`src/sv/code_entry_stepper_sweep_top_macros.svh`:
```
// Assertion macros for the RTL; cess_core.sv includes them.
`ifndef CODE_ENTRY_STEPPER_SWEEP_TOP_MACROS_SVH
`define CODE_ENTRY_STEPPER_SWEEP_TOP_MACROS_SVH

`ifndef SYNTHESIS
`define CESS_ASSERT(lbl, clk, rst, prop, msg) \
  lbl: assert property (@(posedge clk) disable iff (rst) prop) else $error(msg);
`define CESS_ASSERT_NEVER(lbl, clk, rst, expr, msg) \
  lbl: assert property (@(posedge clk) disable iff (rst) !(expr)) else $error(msg);
`else
`define CESS_ASSERT(lbl, clk, rst, prop, msg)
`define CESS_ASSERT_NEVER(lbl, clk, rst, expr, msg)
`endif

`endif

```
`src/sv/cess_pkg.sv`:
```
package cess_pkg;

  localparam int EntryWidth  = 14;
  localparam int KeyWidth    = 5;
  localparam int PosWidth    = 8;
  localparam int TickWidth   = 12;
  localparam int PhaseWidth  = 4;
  localparam int CfgIdxWidth = 2;

  localparam logic [EntryWidth-1:0] ENTRY_MAX = 14'd9999;

  localparam logic [KeyWidth-1:0] KEY_ENTER = 5'd10;
  localparam logic [KeyWidth-1:0] KEY_BACK  = 5'd11;

  localparam logic FUNC_KEY  = 1'b0;
  localparam logic FUNC_TICK = 1'b1;

  localparam logic [CfgIdxWidth-1:0] REG_UNLOCK_CODE  = 2'd0;
  localparam logic [CfgIdxWidth-1:0] REG_TRAVEL_STEPS = 2'd1;
  localparam logic [CfgIdxWidth-1:0] REG_STEP_TICKS   = 2'd2;
  localparam logic [CfgIdxWidth-1:0] REG_DWELL_TICKS  = 2'd3;

  localparam logic [EntryWidth-1:0] UNLOCK_CODE_RST  = 14'd1111;
  localparam logic [PosWidth-1:0]   TRAVEL_STEPS_RST = 8'd50;
  localparam logic [TickWidth-1:0]  STEP_TICKS_RST   = 12'd20;
  localparam logic [TickWidth-1:0]  DWELL_TICKS_RST  = 12'd4000;

  typedef struct packed {
    logic                func;
    logic [KeyWidth-1:0] key;
  } in_t;

  typedef struct packed {
    logic [EntryWidth-1:0] entry_value;
    logic [PhaseWidth-1:0] phase;
    logic [PosWidth-1:0]   position;
    logic                  busy_res;
  } out_t;

  typedef struct packed {
    logic [EntryWidth-1:0] unlock_code;
    logic [PosWidth-1:0]   travel_steps;
    logic [TickWidth-1:0]  step_ticks;
    logic [TickWidth-1:0]  dwell_ticks;
  } cfg_t;

  // Exact for every 14-bit value: multiply by 52429 and drop 19 bits.
  function automatic logic [EntryWidth-1:0] div10(input logic [EntryWidth-1:0] x);
    logic [29:0] prod;
    prod = {16'd0, x} * 30'd52429;
    return {3'd0, prod[29:19]};
  endfunction

  function automatic logic [PhaseWidth-1:0] coil_drive(input logic [1:0] p);
    logic [PhaseWidth-1:0] c;
    unique case (p)
      2'd0: c = 4'b0001;
      2'd1: c = 4'b0010;
      2'd2: c = 4'b0100;
      default: c = 4'b1000;
    endcase
    return c;
  endfunction

endpackage

```
`src/sv/cess_core.sv`:
```
`include "code_entry_stepper_sweep_top_macros.svh"

module cess_core
  import cess_pkg::*;
(
  input  logic clk,
  input  logic rst,
  input  logic fire,
  input  in_t  word,
  input  cfg_t cfg,
  output out_t res
);

  typedef enum logic [1:0] {MODE_IDLE, MODE_FWD, MODE_DWELL, MODE_REV} mode_t;

  mode_t                 mode, mode_next;
  logic [EntryWidth-1:0] entry_reg, entry_reg_next;
  logic [EntryWidth-1:0] latched_value, latched_value_next;
  logic [PosWidth-1:0]   step_position, step_position_next;
  logic [TickWidth-1:0]  wait_timer, wait_timer_next;
  logic [PhaseWidth-1:0] coil_phase, coil_phase_next;

  logic [17:0]           digit_sum;
  logic [PosWidth-1:0]   base_pos;
  logic [PosWidth-1:0]   pos_up;
  logic [PosWidth-1:0]   pos_down;
  logic                  do_fwd;
  logic                  do_rev;
  logic [TickWidth-1:0]  step_min;
  logic [TickWidth-1:0]  dwell_min;

  assign digit_sum = {1'b0, entry_reg, 3'd0} + {3'd0, entry_reg, 1'b0}
                   + {14'd0, word.key[3:0]};
  assign step_min  = (cfg.step_ticks == '0) ? TickWidth'(1) : cfg.step_ticks;
  assign dwell_min = (cfg.dwell_ticks == '0) ? TickWidth'(1) : cfg.dwell_ticks;
  assign pos_up    = base_pos + PosWidth'(1);
  assign pos_down  = step_position - PosWidth'(1);

  always_comb begin
    mode_next          = mode;
    entry_reg_next     = entry_reg;
    latched_value_next = latched_value;
    step_position_next = step_position;
    wait_timer_next    = wait_timer;
    coil_phase_next    = coil_phase;
    base_pos           = step_position;
    do_fwd             = 1'b0;
    do_rev             = 1'b0;

    if (fire) begin
      if (word.func == FUNC_KEY) begin
        if (mode == MODE_IDLE) begin
          if (word.key < KEY_ENTER) begin
            entry_reg_next = (digit_sum > {4'd0, ENTRY_MAX}) ? ENTRY_MAX
                                                             : digit_sum[EntryWidth-1:0];
          end else if (word.key == KEY_ENTER) begin
            latched_value_next = entry_reg;
            entry_reg_next     = '0;
          end else if (word.key == KEY_BACK) begin
            entry_reg_next = div10(entry_reg);
          end
          if (latched_value_next == cfg.unlock_code) begin
            base_pos = '0;
            do_fwd   = 1'b1;
          end
        end
      end else if (mode != MODE_IDLE) begin
        if (wait_timer > TickWidth'(1)) begin
          wait_timer_next = wait_timer - TickWidth'(1);
        end else begin
          wait_timer_next = '0;
          if (mode == MODE_FWD) begin
            do_fwd = 1'b1;
          end else begin
            do_rev = 1'b1;
          end
        end
      end
    end

    if (do_fwd) begin
      step_position_next = base_pos;
      if (base_pos < cfg.travel_steps) begin
        step_position_next = pos_up;
        coil_phase_next    = coil_drive(pos_up[1:0]);
        mode_next          = MODE_FWD;
        wait_timer_next    = step_min;
      end else begin
        mode_next       = MODE_DWELL;
        wait_timer_next = dwell_min;
      end
    end

    if (do_rev) begin
      if (step_position != '0) begin
        step_position_next = pos_down;
        coil_phase_next    = coil_drive(pos_down[1:0]);
        mode_next          = MODE_REV;
        wait_timer_next    = step_min;
      end else begin
        mode_next          = MODE_IDLE;
        wait_timer_next    = '0;
        latched_value_next = '0;
      end
    end
  end

  always_ff @(posedge clk) begin
    if (rst) begin
      mode          <= MODE_IDLE;
      entry_reg     <= '0;
      latched_value <= '0;
      step_position <= '0;
      wait_timer    <= '0;
      coil_phase    <= '0;
    end else begin
      mode          <= mode_next;
      entry_reg     <= entry_reg_next;
      latched_value <= latched_value_next;
      step_position <= step_position_next;
      wait_timer    <= wait_timer_next;
      coil_phase    <= coil_phase_next;
    end
  end

  assign res.entry_value = entry_reg_next;
  assign res.phase       = coil_phase_next;
  assign res.position    = step_position_next;
  assign res.busy_res    = (mode_next != MODE_IDLE);

  `CESS_ASSERT_NEVER(a_entry_range, clk, rst, entry_reg > ENTRY_MAX, "entry above 9999")
  `CESS_ASSERT(a_timer_running, clk, rst, (mode != MODE_IDLE) |-> (wait_timer != '0), "timer zero while moving")
  `CESS_ASSERT(a_timer_idle, clk, rst, (mode == MODE_IDLE) |-> (wait_timer == '0), "timer live while idle")
  `CESS_ASSERT(a_no_idle_to_rev, clk, rst, (mode == MODE_IDLE) |=> (mode != MODE_REV), "reverse entered from idle")

endmodule

```
`src/sv/code_entry_stepper_sweep_top.sv`:
```
// Keypad code entry with a stepper sweep.
// Input channel (in_valid, in_stall, in_word): each word is a decoded key
// (func 0) or a one-millisecond tick (func 1). Output channel (out_valid,
// out_stall, out_word): exactly one result word per input word, carrying
// the entry shown to the user, the coil drive, the step position and a
// busy flag, all as they stand after that input word.
// A result is registered when its input word is accepted and shows in the
// next cycle. A new input word can be accepted every cycle while in_stall
// is low, set by the single state update between input and result register.
// When the receiver stalls, the result register holds its word and in_stall
// rises, so no further input word is taken until the result is moved.
// The configuration port writes one register per cycle with cfg_we high;
// index 0 unlock code, 1 travel steps, 2 step ticks, 3 dwell ticks.
// Write it only while the block is idle.
// Reset (rst, synchronous) restores the default registers, clears the entry,
// the latched value, position and coil drive, and empties the result
// register.
module code_entry_stepper_sweep_top
  import cess_pkg::*;
(
  input  logic                   clk,
  input  logic                   rst,
  input  logic                   in_valid,
  output logic                   in_stall,
  input  in_t                    in_word,
  output logic                   out_valid,
  input  logic                   out_stall,
  output out_t                   out_word,
  input  logic                   cfg_we,
  input  logic [CfgIdxWidth-1:0] cfg_addr,
  input  logic [EntryWidth-1:0]  cfg_data
);

  cfg_t cfg;
  out_t res;
  logic fire;

  assign in_stall = out_valid && out_stall;
  assign fire     = in_valid && !in_stall;

  always_ff @(posedge clk) begin
    if (rst) begin
      cfg.unlock_code  <= UNLOCK_CODE_RST;
      cfg.travel_steps <= TRAVEL_STEPS_RST;
      cfg.step_ticks   <= STEP_TICKS_RST;
      cfg.dwell_ticks  <= DWELL_TICKS_RST;
    end else if (cfg_we) begin
      unique case (cfg_addr)
        REG_UNLOCK_CODE:  cfg.unlock_code  <= cfg_data;
        REG_TRAVEL_STEPS: cfg.travel_steps <= cfg_data[PosWidth-1:0];
        REG_STEP_TICKS:   cfg.step_ticks   <= cfg_data[TickWidth-1:0];
        REG_DWELL_TICKS:  cfg.dwell_ticks  <= cfg_data[TickWidth-1:0];
        default: ;
      endcase
    end
  end

  cess_core u_core (
    .clk  (clk),
    .rst  (rst),
    .fire (fire),
    .word (in_word),
    .cfg  (cfg),
    .res  (res)
  );

  always_ff @(posedge clk) begin
    if (rst) begin
      out_valid <= 1'b0;
    end else if (fire) begin
      out_valid <= 1'b1;
    end else if (!out_stall) begin
      out_valid <= 1'b0;
    end
  end

  always_ff @(posedge clk) begin
    if (fire) begin
      out_word <= res;
    end
  end

endmodule
```
`config.mk`:
```
export PLATFORM = sky130hd
export DESIGN_NAME = code_entry_stepper_sweep_top
export DESIGN_NICKNAME = d
export VERILOG_FILES = /design/src/sv/cess_pkg.sv /design/src/sv/cess_core.sv /design/src/sv/code_entry_stepper_sweep_top.sv
export VERILOG_INCLUDE_DIRS = /design/src /design/src/sv
export SDC_FILE = /design/constraint.sdc
export NUM_CORES = 1
export LEC_CHECK = 0
export ABC_CLOCK_PERIOD_IN_PS = 14300
export BUFFER_PORTS_ARGS = -buffer_cell sky130_fd_sc_hd__buf_2
export CAP_MARGIN = 0
export CELL_PAD_IN_SITES_DETAIL_PLACEMENT = 0
export CELL_PAD_IN_SITES_GLOBAL_PLACEMENT = 1
export CORE_MARGIN = 5
export CORE_UTILIZATION = 26
export CTS_CLUSTER_DIAMETER = 40
export DETAILED_ROUTE_END_ITERATION = 8
export PLACE_DENSITY_LB_ADDON = 0.1
export SLEW_MARGIN = 40
export SYNTH_ARGS = -nofsm -noshare
export SYNTH_HDL_FRONTEND = slang
export SYNTH_SLANG_ARGS = --single-unit
```
`constraint.sdc`:
```
create_clock -name clk -period 14.3 [get_ports clk]
set_input_delay 2.86 -clock clk [delete_from_list [all_inputs] [get_ports clk]]
set_output_delay 2.86 -clock clk [all_outputs]
set_load 0.02 [all_outputs]
```
## After elaboration in Yosys (flattened, before gate mapping)

Index checks and enable logic that the tools add are counted.

| word-level totals | value |
|---|---|
| output and inout port bits | 29 |
| bits in read-only memories | 0 |
| register bits after elaboration | 128 |
| latch bits | 0 |
| bits of input ports | 27 |
| word-level logic and storage cells | 116 |
| bits in writable memories | 0 |
| memories kept | 0 |

| operators by class | value |
|---|---|
| muxes and demuxes | 59 |
| reduce and logical (&&, ||, !) cells | 20 |
| bitwise gates (word level) | 0 |
| equal/unequal tests | 12 |
| div/mod/pow operators | 0 |
| order comparisons | 4 |
| shifts and indexed selects | 0 |
| add/subtract/negate cells | 5 |
| multiply operators | 1 |

Operators with widths:

| operator | count |
|---|---|
| $mux W14 | 17 |
| $mux W12 | 10 |
| $mux W8 | 8 |
| $mul A14 B16 Y30 const B | 1 |
| $logic_not A12 Y1 | 2 |
| $pmux W4 S3 | 2 |
| $add A17 B15 Y18 | 1 |
| $add A18 B4 Y18 | 1 |
| $gt A18 B14 Y1 const B | 1 |
| $mux W4 | 4 |
| $eq A14 B14 Y1 | 1 |
| $mux W1 | 14 |
| $gt A12 B1 Y1 const B | 1 |
| $sub A12 B1 Y12 const B | 1 |
| $eq A5 B4 Y1 const B | 2 |
| $reduce_bool A3 Y1 | 3 |
| $add A8 B1 Y8 const B | 1 |
| $eq A2 B1 Y1 const B | 4 |
| $eq A2 B2 Y1 const B | 4 |
| $logic_not A2 Y1 | 4 |
| $lt A8 B8 Y1 | 1 |
| $mux W2 | 4 |
| $reduce_and A2 Y1 | 4 |
| $reduce_bool A8 Y1 | 1 |
| other kinds (7) | 9 |

## Depth between registers and ports, before layout

| depth | value |
|---|---|
| depth in word-level cells | 18 |
| mapped depth | 22 |
| mapped depth without buffers | 22 |

## Cells and area by module

From an unflattened synthesis, not the netlist that was laid out.

| unflattened totals | value |
|---|---|
| cell total of the unflattened synthesis | 1164 |
| area total of the unflattened synthesis | 10640.2 µm² |

Modules (own cells, without submodules):

| module | sequential area each (µm²) | times used | cells an instance | area each (µm²) |
|---|---|---|---|---|
| cess_core | 1081.0 | 1 | 946 | 7886.3 |
| code_entry_stepper_sweep_top | 1751.7 | 1 | 218 | 2753.9 |

## Least setup slack after synthesis

OpenSTA, ideal clock, no wires.

| timing | value |
|---|---|
| path kind | input to register |
| start | input in_valid |
| end | register u_core.wait_timer[3] |
| data arrival time | 6.834 ns |
| buffers on the path | 3 |
| slack | 7.335 ns |
| data required time | 14.169 ns |
| setup time | 0.131 ns |
| stages on the path | 22 |
| cells stage by stage | a21bo_2 > or4_1 > clkbuf_1 > a21oi_1 > o31ai_1 > a31oi_1 > nand4b_1 > or4_1 > nand2_1 > inv_1 > ha_1 > nand3_1 > a21o_1 > a21oi_1 > nand2b_1 > clkbuf_1 > nor2_1 > o2bb2a_4 > or2_2 > buf_6 > a221oi_1 > nor3_1 |

| on the way | value |
|---|---|
| word-level cells in the longest chain between the ends | 6 |
| elaborated cells on any way between the ends | 12 |
| classes of those cells | 1 x order compare; 6 x mux; 5 x reduce/logical |

RTL lines:

| item | RTL line | text |
|---|---|---|
| start: declaration | code_entry_stepper_sweep_top.sv:23 | `input logic in_valid,` |
| $logic_and A1 B1 Y1 (*) | code_entry_stepper_sweep_top.sv:39 | `assign fire = in_valid && !in_stall;` |
| $mux W8 | cess_core.sv:50 | `if (fire) begin` |
| $lt A8 B8 Y1 | cess_core.sv:83 | `if (base_pos < cfg.travel_steps) begin` |
| $mux W12 | cess_core.sv:83 |  |
| $mux W12 | cess_core.sv:81 | `if (do_fwd) begin` |
| $mux W12 | cess_core.sv:94 | `if (do_rev) begin` |
| end signal: assignment | cess_core.sv:121 | `wait_timer <= wait_timer_next;` |
| end: declaration | cess_core.sv:20 | `logic [TickWidth-1:0] wait_timer, wait_timer_next;` |

Mark *: on every way between the ends. The rest lies on a longest branch, timed or not.
A chain may end at the register's enable or synchronous reset.

==> parameters.txt <==
Parameter                              Value

Drt
  Initial DRT Pass Iterations    6
  DRC marker count from the first detailed-route iteration    509
  Total number of vias    9,076
  Number of remaining DRC errors    0
  Routed WL    36,710 µm
  Detailed-route wire length per cell    19.73 µm
  Routed via count divided by cell count    4.880
  Antenna Violating Nets Remaining    0

Timing
  Highest clock rate    0.1383 GHz
  Worst-Margin Slew    0.8106 ns
  Final number of max-transition violations    0
  Tightest hold margin    0.4507 ns
  Sum of negative setup slack    0 ns
  Maximum clock skew at final layout    0.01109 ns
  Number of failing setup endpoints in the final timing report    0
  Final Cycle Share    50.55%
  Period minus WS final    7.229 ns
  Final hold violations    0
  Max-slew headroom    45.76%
  RSZ-0062 raised after global routing    false

Global route
  Global router's overall resource usage    16.12%
  Number of antenna violations at the first check in global routing    0
  Total grt overflow    0
  Vias in the first global route    9,516
  Wire length of the first global-routing pass    57,380 µm
  Maximum number of pins on one net before global-route repair    92

Setup path
  Kind of start point of the critical path    primary input
  Reg-to-reg startpoint    u_core.entry_reg[12]
  Cells on worst reg2reg path    19
  CP Class    in -> reg
  Reg-to-reg slack, setup    7.25 ns
  Worst-path fanout max    12
  Endpoint arrival time on the critical path    7.54 ns
  Worst path required time    14.61 ns
  Crit. End Element    flop
  Endpoint of the lowest-slack register-to-register path    out_word[23]

Floorplanning
  Core area    41,760 µm²
  Die Footprint    46,130 µm²
  I/O pins    56
  Chip Height    214.8 µm
  Chip width    214.8 µm
  Initial cell density of the core    26.11%
  Placement Rows    75

Status
  Result of the run    completed

Layout
  Max FFs per register    46
  Signed area change from the synthesized netlist to the final layout    12.67%
  Register with the highest flop count    cfg
  Biggest registers after layout    cfg x46, out_word x27
  Final core occ    29.42%
  Nets    1,534
  Fraction of layout instances using a drive strength above 1    10.30%

CTS
  Deepest clock path buffer count    2
  Sink Count    128
  Buffer cell driving the clock tree root    sky130_fd_sc_hd__clkbuf_16
  H-tree depth    4
  Number of buffers inserted to repair setup after CTS    0
  Number of gates given a new drive strength after cts    0
  Insertion delay to the later sink of the worst-skew pair    0.45 ns
  CTS tree    built
  Clock slew at reported path FFs    0.06 ns
  Num CTS Buffers    17
  Hold buffers post-CTS    0

Logic synthesis
  Post-synth top area share    18.54%
  Number of distinct library cells after synthesis    88
  Library cell with the highest instance count after synthesis    sky130_fd_sc_hd__nand2_1
  Cells taking the most area after synthesis    sky130_fd_sc_hd__dfxtp_1 (19%), sky130_fd_sc_hd__ha_1 (17%), sky130_fd_sc_hd__fa_1 (10%), sky130_fd_sc_hd__edfxtp_1 (7.4%), sky130_fd_sc_hd__nand2_1 (6.2%)
  Number of flops mapped to enable cells by yosys    27
  Sequential cell area fraction in the yosys report    25.98%
  Post-synthesis sequential element count    128
  Post-Syn Nets    1,497
  Leading area contributor after synthesis    sky130_fd_sc_hd__dfxtp_1
  Cell area after technology mapping    10,900 µm²
  Async SR Flop Fraction    0%
  Count of synthesis-stage warnings from yosys    0
  Average cell area after synthesis    8.578 µm²
  Most numerous cell types in the synthesized netlist    sky130_fd_sc_hd__nand2_1 (180), sky130_fd_sc_hd__ha_1 (144), sky130_fd_sc_hd__inv_1 (125)
  Leading register cell type out of synthesis    sky130_fd_sc_hd__dfxtp_1
  Synthesized netlist cell count    1,271

Run
  Max-Cap Viols    0

Placement
  Global placer's final weighted congestion    0.8329
  # port buffers    55
  Hpwl dp    28,780 µm

Power and ir drop
  Pwr per Cell Area    76.78 nW/µm²
  VDD IR max    0.06278 mV
  P_leak    5.746 nW
  Overall Power    0.9432 mW

Worst hold path
  Beginning of the worst hold path    cfg[12]
  WHS Path Cells    2
  Hold Path End    cfg[12]
  Worst hold path class    reg -> reg
[metal layers]
layer	vias to the layer above	share of wire, %	track usage (%)
met4	0	2.5	5.562
met2	130	52	29.22
met1	4376	43	19.70
li1	4530	-	-
met3	40	2.2	2.026
met5	-	0	0
[area by class of cell]
| class | count | area [µm²] |
|---|---|---|
| flip-flops and latches | 128 | 2833 |
| diodes | 1 | 2.502 |
| repair buffers | 63 | 341.6 |
| well taps | 539 | 674.4 |
| multi-input cells | 973 | 7416 |
| clock inverters | 8 | 48.80 |
| clock buffers | 23 | 499.2 |
| inverters | 125 | 469.2 |
| fillers | 4508 | 29470 |
[metrics by stage]
stage | area, µm² | worst slack [ns] | std cells
4_1_cts | 12280 | 7.087 | 1859
5_1_grt | 12280 | 6.657 | 1859
2_1_floorplan | 10900 | 7.335 | 1271
3_5_place_dp | 11730 | 6.606 | 1828
6_report | 12280 | 7.071 | 1860
3_3_place_gp | 11720 | 6.690 | 1828
[worst max path at each step]
stage / startpoint / endpoint / depth (start not counted)
global placement: in_word[2] / u_core.step_position[0] / 18
floorplan: in_valid / u_core.wait_timer[3] / 22
CTS: in_word[2] / u_core.wait_timer[0] / 18
detailed placement: in_word[2] / u_core.wait_timer[0] / 18
global route: in_word[2] / u_core.wait_timer[0] / 18
finish: in_word[2] / u_core.step_position[0] / 19
[report_power, final]
group | internal [mW] | switching [mW]
clock network | 0.244 | 0.178
logic | 0.0472 | 0.0828
registers | 0.379 | 0.0113
[cell usage in the layout, fill, tap and decap left out, types with 7 or more instances in the layout]
cell,n
sky130_fd_sc_hd__nor3b_1,7
sky130_fd_sc_hd__nand4_1,7
sky130_fd_sc_hd__a31oi_1,7
sky130_fd_sc_hd__buf_4,8
sky130_fd_sc_hd__nand3_1,26
sky130_fd_sc_hd__edfxtp_1,27
sky130_fd_sc_hd__nand3b_1,18
sky130_fd_sc_hd__o211ai_1,7
sky130_fd_sc_hd__nand2b_1,18
sky130_fd_sc_hd__xor2_1,13
sky130_fd_sc_hd__a21oi_1,84
sky130_fd_sc_hd__nor2b_1,33
sky130_fd_sc_hd__nand2_1,180
sky130_fd_sc_hd__dfxtp_1,101
sky130_fd_sc_hd__a211oi_1,11
sky130_fd_sc_hd__a221oi_1,8
sky130_fd_sc_hd__a21o_1,14
sky130_fd_sc_hd__nor2_1,75
sky130_fd_sc_hd__inv_1,125
sky130_fd_sc_hd__ha_1,144
sky130_fd_sc_hd__clkbuf_16,18
sky130_fd_sc_hd__o21a_1,8
sky130_fd_sc_hd__xnor2_1,20
sky130_fd_sc_hd__o21ai_0,40
sky130_fd_sc_hd__buf_2,54
sky130_fd_sc_hd__nor3_1,40
sky130_fd_sc_hd__or2_2,13
sky130_fd_sc_hd__or4_1,7
sky130_fd_sc_hd__nor4_1,23
sky130_fd_sc_hd__fa_1,55
[critical path, cell delays in order]
cell	delay, ns
sky130_fd_sc_hd__buf_2	0.13
sky130_fd_sc_hd__and4bb_2	0.42
sky130_fd_sc_hd__nand2_1	0.24
sky130_fd_sc_hd__nor4_1	0.41
sky130_fd_sc_hd__o22ai_1	0.19
sky130_fd_sc_hd__nand4b_1	0.19
sky130_fd_sc_hd__or4_1	0.54
sky130_fd_sc_hd__nand2_1	0.17
sky130_fd_sc_hd__inv_1	0.10
sky130_fd_sc_hd__ha_1	0.29
sky130_fd_sc_hd__nand3_1	0.08
sky130_fd_sc_hd__a21o_1	0.15
sky130_fd_sc_hd__a21oi_1	0.12
sky130_fd_sc_hd__nand2b_1	0.31
sky130_fd_sc_hd__nor2_1	0.13
sky130_fd_sc_hd__o2bb2a_4	0.29
sky130_fd_sc_hd__or2_2	0.45
sky130_fd_sc_hd__mux2_2	0.32
sky130_fd_sc_hd__nor2b_1	0.12
[cell families after synthesis]
group                      Yosys count  share of synthesized area, %
AOI/OAI and AO/OA                  247                         15.21
adders and majority gates          199                         26.62
DFF                                128                         25.98
buffers and inverters              170                         6.254
xor gates and xnor gates            33                         2.651
and+or+nand+nor                    485                         22.42
muxes                                9                        0.8607
Power figures use the tool's default switching activity.
